File: config.mk
export PLATFORM = sky130hd
export DESIGN_NAME = hsv_range_mask_top
export DESIGN_NICKNAME = d
export VERILOG_FILES = /design/src/design/hrm_pkg.sv /design/src/design/hsv_range_mask_top.sv
export SDC_FILE = /design/constraint.sdc
export NUM_CORES = 1
export LEC_CHECK = 0
export BUFFER_PORTS_ARGS = -buffer_cell sky130_fd_sc_hd__buf_2
export CAP_MARGIN = 20
export CORE_MARGIN = 1.5
export CORE_UTILIZATION = 44
export CTS_CLUSTER_SIZE = 10
export DETAILED_ROUTE_END_ITERATION = 16
export SLEW_MARGIN = 25
export SYNTH_ARGS = -nofsm -noshare
export SYNTH_HDL_FRONTEND = slang
export SYNTH_SLANG_ARGS = --single-unit
export TNS_END_PERCENT = 10
File: constraint.sdc
create_clock -name clk -period 12.7 [get_ports clk]
set_clock_uncertainty 0.1 [all_clocks]
set_input_delay 1.27 -clock clk [delete_from_list [all_inputs] [get_ports clk]]
set_output_delay 1.27 -clock clk [all_outputs]
set_load 0.02 [all_outputs]
File: src/design/hrm_pkg.sv
`timescale 1ns / 1ps

package hrm_pkg;

	// Pixel, divider, register bus and threshold widths
	localparam int PIX_W     = 8;
	localparam int NUM_W     = 17;  // widest numerator: 510*d + v
	localparam int DEN_W     = 9;   // 2*v or 2*d
	localparam int DIV_STEPS = 8;   // one quotient bit per stage
	localparam int ADDR_W    = 5;
	localparam int DATA_W    = 32;
	localparam int HUE_W     = 8;
	localparam int BND_W     = 9;

	// Which component holds the maximum, in red, green, blue priority
	localparam logic [1:0] SEC_RED   = 2'd0;
	localparam logic [1:0] SEC_GREEN = 2'd1;
	localparam logic [1:0] SEC_BLUE  = 2'd2;

	// Register indexes (byte address is four times the index)
	localparam logic [2:0] REG_MIN_HUE = 3'd0;
	localparam logic [2:0] REG_MAX_HUE = 3'd1;
	localparam logic [2:0] REG_MIN_SAT = 3'd2;
	localparam logic [2:0] REG_MAX_SAT = 3'd3;
	localparam logic [2:0] REG_MIN_VAL = 3'd4;
	localparam logic [2:0] REG_MAX_VAL = 3'd5;

	// Register reset values
	localparam logic [HUE_W-1:0] MIN_HUE_RST = 8'd0;
	localparam logic [HUE_W-1:0] MAX_HUE_RST = 8'd181;
	localparam logic [BND_W-1:0] MIN_SAT_RST = 9'd0;
	localparam logic [BND_W-1:0] MAX_SAT_RST = 9'd256;
	localparam logic [BND_W-1:0] MIN_VAL_RST = 9'd0;
	localparam logic [BND_W-1:0] MAX_VAL_RST = 9'd256;

	// Hue offsets: the divider returns 30 + the in-sector fraction, a value in 0..60
	localparam logic [HUE_W-1:0] HUE_MID      = 8'd30;
	localparam logic [HUE_W-1:0] HUE_RED_WRAP = 8'd150;
	localparam logic [HUE_W-1:0] HUE_GREEN_OF = 8'd30;
	localparam logic [HUE_W-1:0] HUE_BLUE_OF  = 8'd90;

endpackage

File: src/design/hsv_range_mask_top.sv
`timescale 1ns / 1ps

// A pixel beat passes stage 1, stage 2, stage 3, the divider steps and stage 12 in order.
// Throughput: one pixel per clock while the output is not stalled; two eight-stage restoring
// dividers, one quotient bit per stage, make up eight of the 12 register stages.
// A stall on the output freezes every stage at once; nothing is lost or repeated.
// Reset (arst_n low, asynchronous) empties the pipeline and loads the register defaults.
module hsv_range_mask_top (
	input  logic        clk,
	input  logic        arst_n,
	// stream in
	input  logic        s_tvalid,
	output logic        s_tready,
	input  logic [23:0] s_tdata,   // blue[7:0], green[15:8], red[23:16]
	// stream out
	output logic        m_tvalid,
	input  logic        m_tready,
	output logic [23:0] m_tdata,   // hue[7:0], saturation[15:8], brightness[23:16]
	output logic        m_tuser,   // in_range[0]
	// register port
	input  logic        psel,
	input  logic        penable,
	input  logic        pwrite,
	input  logic [4:0]  paddr,
	input  logic [31:0] pwdata,
	output logic [31:0] prdata,
	output logic        pready
);

	localparam int PW = hrm_pkg::PIX_W;
	localparam int NW = hrm_pkg::NUM_W;
	localparam int DW = hrm_pkg::DEN_W;
	localparam int NS = hrm_pkg::DIV_STEPS;
	localparam int HW = hrm_pkg::HUE_W;
	localparam int BW = hrm_pkg::BND_W;

	// ---------------------------------------------------------------
	// Register file
	// ---------------------------------------------------------------
	logic [HW-1:0] min_hue_q, max_hue_q;
	logic [BW-1:0] min_sat_q, max_sat_q, min_val_q, max_val_q;
	logic          wr_en;
	logic [2:0]    reg_idx;

	assign pready  = 1'b1;
	assign wr_en   = psel && penable && pwrite && pready;
	assign reg_idx = paddr[4:2];

	// Write on the access cycle
	always_ff @(posedge clk or negedge arst_n) begin
		if (!arst_n) begin
			min_hue_q <= hrm_pkg::MIN_HUE_RST;
			max_hue_q <= hrm_pkg::MAX_HUE_RST;
			min_sat_q <= hrm_pkg::MIN_SAT_RST;
			max_sat_q <= hrm_pkg::MAX_SAT_RST;
			min_val_q <= hrm_pkg::MIN_VAL_RST;
			max_val_q <= hrm_pkg::MAX_VAL_RST;
		end else if (wr_en) begin
			case (reg_idx)
				hrm_pkg::REG_MIN_HUE: min_hue_q <= pwdata[HW-1:0];
				hrm_pkg::REG_MAX_HUE: max_hue_q <= pwdata[HW-1:0];
				hrm_pkg::REG_MIN_SAT: min_sat_q <= pwdata[BW-1:0];
				hrm_pkg::REG_MAX_SAT: max_sat_q <= pwdata[BW-1:0];
				hrm_pkg::REG_MIN_VAL: min_val_q <= pwdata[BW-1:0];
				hrm_pkg::REG_MAX_VAL: max_val_q <= pwdata[BW-1:0];
				default: ;
			endcase
		end
	end

	// Read back
	always_comb begin
		case (reg_idx)
			hrm_pkg::REG_MIN_HUE: prdata = {24'd0, min_hue_q};
			hrm_pkg::REG_MAX_HUE: prdata = {24'd0, max_hue_q};
			hrm_pkg::REG_MIN_SAT: prdata = {23'd0, min_sat_q};
			hrm_pkg::REG_MAX_SAT: prdata = {23'd0, max_sat_q};
			hrm_pkg::REG_MIN_VAL: prdata = {23'd0, min_val_q};
			hrm_pkg::REG_MAX_VAL: prdata = {23'd0, max_val_q};
			default:              prdata = 32'd0;
		endcase
	end

	// ---------------------------------------------------------------
	// Pipeline control: all stages advance together
	// ---------------------------------------------------------------
	logic adv;
	logic vld_s1, vld_s2, vld_s12;

	assign adv      = !vld_s12 || m_tready;
	assign s_tready = adv;

	// ---------------------------------------------------------------
	// Stage 1: max, min and the sector operands
	// ---------------------------------------------------------------
	logic [PW-1:0] px_b, px_g, px_r;
	logic [PW-1:0] max_c, min_c, op_a, op_c;
	logic [1:0]    sec_c;
	logic [PW-1:0] v_s1, mn_s1, pa_s1, pc_s1;
	logic [1:0]    sec_s1;

	assign px_b = s_tdata[7:0];
	assign px_g = s_tdata[15:8];
	assign px_r = s_tdata[23:16];

	// Pick the sector of the maximum; u = a - c + d in the next stage
	always_comb begin
		if (px_r >= px_g && px_r >= px_b) begin
			sec_c = hrm_pkg::SEC_RED;
			max_c = px_r;
			op_a  = px_g;
			op_c  = px_b;
		end else if (px_g >= px_b) begin
			sec_c = hrm_pkg::SEC_GREEN;
			max_c = px_g;
			op_a  = px_b;
			op_c  = px_r;
		end else begin
			sec_c = hrm_pkg::SEC_BLUE;
			max_c = px_b;
			op_a  = px_r;
			op_c  = px_g;
		end
		min_c = px_r;
		if (px_g < min_c) min_c = px_g;
		if (px_b < min_c) min_c = px_b;
	end

	always_ff @(posedge clk or negedge arst_n) begin
		if (!arst_n) begin
			vld_s1 <= 1'b0;
		end else if (adv) begin
			vld_s1 <= s_tvalid;
		end
	end

	always_ff @(posedge clk) begin
		if (adv) begin
			v_s1   <= max_c;
			mn_s1  <= min_c;
			pa_s1  <= op_a;
			pc_s1  <= op_c;
			sec_s1 <= sec_c;
		end
	end

	// ---------------------------------------------------------------
	// Stage 2: chroma d and the biased hue difference u in 0..2d
	// ---------------------------------------------------------------
	logic [PW-1:0] d_c;
	logic [9:0]    u_c;
	logic [PW-1:0] v_s2, d_s2;
	logic [8:0]    u_s2;
	logic [1:0]    sec_s2;

	assign d_c = v_s1 - mn_s1;
	assign u_c = {2'b00, pa_s1} + {2'b00, d_c} - {2'b00, pc_s1};

	always_ff @(posedge clk or negedge arst_n) begin
		if (!arst_n) begin
			vld_s2 <= 1'b0;
		end else if (adv) begin
			vld_s2 <= vld_s1;
		end
	end

	always_ff @(posedge clk) begin
		if (adv) begin
			v_s2   <= v_s1;
			d_s2   <= d_c;
			u_s2   <= u_c[8:0];
			sec_s2 <= sec_s1;
		end
	end

	// ---------------------------------------------------------------
	// Stage 3 and divider: index 0 is stage 3, index k is divider step k
	// ---------------------------------------------------------------
	logic          vld_s  [0:NS];
	logic [NW-1:0] sat_rem_s [0:NS];
	logic [NW-1:0] hue_rem_s [0:NS];
	logic [DW-1:0] sat_den_s [0:NS];
	logic [DW-1:0] hue_den_s [0:NS];
	logic [NS-1:0] sat_quo_s [0:NS];
	logic [NS-1:0] hue_quo_s [0:NS];
	logic [PW-1:0] val_s  [0:NS];
	logic [1:0]    sec_s  [0:NS];
	logic          zd_s   [0:NS];

	logic [NW-1:0] sat_num_c, hue_num_c;

	// 510*d + v and 60*u + d by shift and add
	assign sat_num_c = (NW'(d_s2) << 9) - (NW'(d_s2) << 1) + NW'(v_s2);
	assign hue_num_c = (NW'(u_s2) << 6) - (NW'(u_s2) << 2) + NW'(d_s2);

	always_ff @(posedge clk or negedge arst_n) begin
		if (!arst_n) begin
			vld_s[0] <= 1'b0;
		end else if (adv) begin
			vld_s[0] <= vld_s2;
		end
	end

	always_ff @(posedge clk) begin
		if (adv) begin
			sat_rem_s[0] <= sat_num_c;
			hue_rem_s[0] <= hue_num_c;
			sat_den_s[0] <= {v_s2, 1'b0};
			hue_den_s[0] <= {d_s2, 1'b0};
			sat_quo_s[0] <= '0;
			hue_quo_s[0] <= '0;
			val_s[0]     <= v_s2;
			sec_s[0]     <= sec_s2;
			zd_s[0]      <= (d_s2 == '0);
		end
	end

	// Restoring division, most significant quotient bit first
	for (genvar k = 1; k <= NS; k++) begin : g_div
		localparam int SH = NS - k;
		logic [NW-1:0] sat_trial, hue_trial;
		logic          sat_ge, hue_ge;

		assign sat_trial = NW'(sat_den_s[k-1]) << SH;
		assign hue_trial = NW'(hue_den_s[k-1]) << SH;
		assign sat_ge    = sat_rem_s[k-1] >= sat_trial;
		assign hue_ge    = hue_rem_s[k-1] >= hue_trial;

		always_ff @(posedge clk or negedge arst_n) begin
			if (!arst_n) begin
				vld_s[k] <= 1'b0;
			end else if (adv) begin
				vld_s[k] <= vld_s[k-1];
			end
		end

		always_ff @(posedge clk) begin
			if (adv) begin
				sat_rem_s[k] <= sat_ge ? sat_rem_s[k-1] - sat_trial : sat_rem_s[k-1];
				hue_rem_s[k] <= hue_ge ? hue_rem_s[k-1] - hue_trial : hue_rem_s[k-1];
				sat_quo_s[k] <= {sat_quo_s[k-1][NS-2:0], sat_ge};
				hue_quo_s[k] <= {hue_quo_s[k-1][NS-2:0], hue_ge};
				sat_den_s[k] <= sat_den_s[k-1];
				hue_den_s[k] <= hue_den_s[k-1];
				val_s[k]     <= val_s[k-1];
				sec_s[k]     <= sec_s[k-1];
				zd_s[k]      <= zd_s[k-1];
			end
		end
	end

	// ---------------------------------------------------------------
	// Stage 12: place hue in its sector, apply the range tests
	// ---------------------------------------------------------------
	logic [HW-1:0] quo_h, hue_c, sat_c;
	logic          hue_ok, sat_ok, val_ok;
	logic [HW-1:0] hue_s12, sat_s12, val_s12;
	logic          pass_s12;

	assign quo_h = hue_quo_s[NS];

	always_comb begin
		case (sec_s[NS])
			hrm_pkg::SEC_RED: begin
				if (quo_h < hrm_pkg::HUE_MID) hue_c = quo_h + hrm_pkg::HUE_RED_WRAP;
				else                          hue_c = quo_h - hrm_pkg::HUE_MID;
			end
			hrm_pkg::SEC_GREEN: hue_c = quo_h + hrm_pkg::HUE_GREEN_OF;
			hrm_pkg::SEC_BLUE:  hue_c = quo_h + hrm_pkg::HUE_BLUE_OF;
			default:            hue_c = quo_h;
		endcase
		// Gray pixel: no hue and no saturation
		if (zd_s[NS]) begin
			hue_c = '0;
			sat_c = '0;
		end else begin
			sat_c = sat_quo_s[NS];
		end
	end

	always_comb begin
		if (min_hue_q <= max_hue_q) hue_ok = hue_c >= min_hue_q && hue_c <= max_hue_q;
		else                        hue_ok = hue_c < max_hue_q || hue_c > min_hue_q;
		sat_ok = {1'b0, sat_c} >= min_sat_q && {1'b0, sat_c} <= max_sat_q;
		val_ok = {1'b0, val_s[NS]} >= min_val_q && {1'b0, val_s[NS]} <= max_val_q;
	end

	always_ff @(posedge clk or negedge arst_n) begin
		if (!arst_n) begin
			vld_s12 <= 1'b0;
		end else if (adv) begin
			vld_s12 <= vld_s[NS];
		end
	end

	always_ff @(posedge clk) begin
		if (adv) begin
			hue_s12  <= hue_c;
			sat_s12  <= sat_c;
			val_s12  <= val_s[NS];
			pass_s12 <= hue_ok && sat_ok && val_ok;
		end
	end

	assign m_tvalid = vld_s12;
	assign m_tdata  = {val_s12, sat_s12, hue_s12};
	assign m_tuser  = pass_s12;

endmodule

==> metrics <==
critical path, cell by cell=buf_2 -> inv_1 -> ha_1 -> nor2b_1 -> o211ai_1 -> a21oi_1 -> a211o_1 -> mux2i_1 -> ha_1 -> a21o_1 -> a21o_1 -> a21oi_1 -> nand3_1 -> o211ai_4 -> mux2_1; worst vdd ir=between 0.1 and 0.15 mV; Slowest cell on crit path=a211o_1; worst slew pin tran=~1000 ps; fin util=about half; GR Layer Usage met1=18.5%; setup TNS=0 ps; Rel. slew slack=31.2%; Mean Syn Cell Area=12.2 µm²; Clock Pin Slew Worst Setup and Hold Paths=50 ps; I/O pins=128; r2r setup slk=8440 ps; initial antenna violation count=0; Min Hold Slack=307 ps; worst-skew pair later-pin latency=600 ps; DR WL/cell=16.4 µm; vias in the first global route=21019; # rows=101; cell count of the worst reg-to-reg path=14; DRT Wirelength=between 60000 and 70000 µm; Detail Route Antenna Nets=0; EDFF count, synth=569; grt met2 use=29.6%; vias per cell=roughly 5.3; cells after synthesis=2751; Starting Density=around 44%; power share of the clock group=between 10% and 20%; M3 GR Usage=2.56%; layout cell share with drive strength beyond 1=10.7%; ranking of synthesized cells by area=edfxtp_1, ha_1, dfrtp_1, inv_1, o21ai_0; Worst Setup End Kind=flop; combinational share of power=around 45%; Internal=7.01 mW; hold path start=sat_quo_s[5][1]$_DFFE_PP_; footprint of the multi-input gates=13400 µm²; Main synth FF type=edfxtp_1; H-tree levels=3; period utilisation layout=36.6%; Worst EP required=12940 ps; Max Root-Sink Buffers=3; cts hold-fix bufs=0; Top delay family on crit path=compound AO/OA/AOI/OAI gates; #FFs+latches synth=around 630; Yosys cell types=96; hpwl dp=47100 µm; Crit Reg-Reg Startpoint=hue_quo_s[4][4]$_DFFE_PP_; via count of the routed design=20764; number of setup buffers added after CTS=0; CTS Buf Count=75; largest net degree at the start of global routing=178; Critical Setup Path Class=input pin to flop; Critical Path Start Type=input pin; core box area=75700 µm²; Synth top cells by count=edfxtp_1, inv_1, ha_1; IO buf count=78; Final Hold Vio Count=0; DIE AREA=77800 µm²; pwr dens=around 300 nW/µm²; Pleak=15.1 nW; Reg power frac=38.3%; synth warn=0; drt drc=0; sequential area share after synthesis=between 50% and 60%; Chip Width=between 200 and 300 µm; most common cell in the netlist=edfxtp_1; Pre-antenna DRT Iters=5; Tightest Hold Check Type=flop to flop; Gates resized, CTS repair=0; RSZ-0062 raised after global routing=no; hold path depth=0; CTS sink cnt=633; Switch Pwr=4.18 mW; crit-path max FO=12; FILL cells=around 6500; diode count=0; Remaining Overflow, GRT=0; Endpoint, Worst Hold=sat_quo_s[6][2]$_DFFE_PP_; Clock Tree Root=clkbuf_16; Switching Share=37.4%; status=finished clean; async set-reset flop share out of synthesis=10.1%; Final #Nets=about 3200; Max Cap Violations=0; die height=279 µm; WP buf/inv=2; CP Data Arrival Time=4890 ps; Yosys top cell area share=51.0%; reg2reg end=m_tuser$_DFFE_PP_; FF/Latch Area=18700 µm²; post-layout min period=4650 ps; worst stage delay on the critical path=530 ps; Total GRT Usage=16.3%; Slew Viols, Final=0; Post-Syn Area=33500 µm²; CTS tree=done; first-pass GRT wire length=103000 µm; Max Clock Freq=215 MHz; most area-hungry cell type in the Yosys netlist=edfxtp_1; final setup violating endpoints=0; busiest grt layer=met2; initial DRC count=approximately 1200; P&R area growth vs syn=10.9%; Final Wtd Congestion=0.882
==> stage by stage <==
| step | total power, mW | setup slack [ps] | area, µm² | cells |
|---|---|---|---|---|
| floorplan | 8.14 | 1510 | 33600 | 2773 |
| detailed placement | 9.29 | 7350 | 34900 | 3773 |
| finish | 11.2 | 8050 | 37200 | 3889 |
| CTS | 11.3 | 7330 | 37100 | 3886 |
| global route | 12.0 | 7930 | 37200 | 3889 |
| global placement | 9.04 | 7390 | 34900 | 3773 |
==> worst max path at each step <==
stage                     start  slack, ps  cells after the start            endpoint
floorplan              m_tready       1510                      3   d_s2[0]$_DFFE_PP_
global placement       m_tready       7390                      4            s_tready
detailed placement     m_tready       7350                      4            s_tready
CTS                    m_tready       7330                      4            s_tready
global route        s_tdata[17]       7930                     15  mn_s1[0]$_DFFE_PP_
finish              s_tdata[17]       8050                     15  mn_s1[0]$_DFFE_PP_
==> state kept, by name (all words and copies together) (netlist names), 9 cells and up <==
register,count
hue_rem_s,136
sat_rem_s,128
val_s,71
hue_den_s,48
hue_quo_s,36
sat_quo_s,36
sec_s,18
max_sat_q,9
max_val_q,9
min_sat_q,9
min_val_q,9
u_s2,9
vld_s,9
zd_s,9
==> logic make-up (layout without fill, tap and decap cells) <==
family                     after synthesis  count (layout)  share of synthesized area, %
buffers and inverters                  372             510                          4.59
AOI/OAI and AO/OA                      552             552                          10.6
xor gates and xnor gates               144             144                          3.81
adders and majority gates              281             281                          11.0
DFF                                    633             633                          55.8
other                                    2              24                        0.0224
muxes                                  152             152                          4.82
and+or+nand+nor                        615             615                          9.38
==> per-layer routing <==
metal	routed length [µm]	vias to the layer above
met4	2620	0
met1	26400	9941
li1	-	10253
met2	32200	425
met3	2560	145
met5	0	-
==> power groups by stage <==
stage          logic (mW)  clock network, mW  registers, mW
2_1_floorplan        3.85                  0           4.29
3_3_place_gp         4.74                  0           4.30
3_5_place_dp         4.96                  0           4.33
4_1_cts              4.99               1.97           4.30
5_1_grt              5.61               2.05           4.39
6_report             4.99               1.91           4.29
==> placed cells by master (no fill, tap or decap), types with 34 or more instances in the layout <==
cell type  netlist  routed
nand2_1        180     180
xnor2_1         79      79
edfxtp_1       569     569
nor2b_1         52      50
o21ai_0        171     171
o21a_1          40      40
mux2_2          68      68
clkbuf_16        0      78
ha_1           256     256
inv_1          301     300
a21oi_1        113     112
nor2_1         128     128
buf_2           11      78
nor3_1          59      59
xor2_1          63      63
mux2i_1         79      79
nand4_1         34      34
dfrtp_1         57      57
a21o_1          44      44
==> area by class of cell <==
| cell class | count | share of cell area (%) |
|---|---|---|
| timing repair buffer | 92 | 1.47 |
| clock buffer | 106 | 5.59 |
| inverter | 305 | 3.09 |
| multi-input combinational | 1768 | 36.1 |
| tap | 978 | 3.29 |
| sequential | 633 | 50.3 |
| clock inverter | 7 | 0.202 |
No activity file was read; power rests on OpenSTA's default activity.
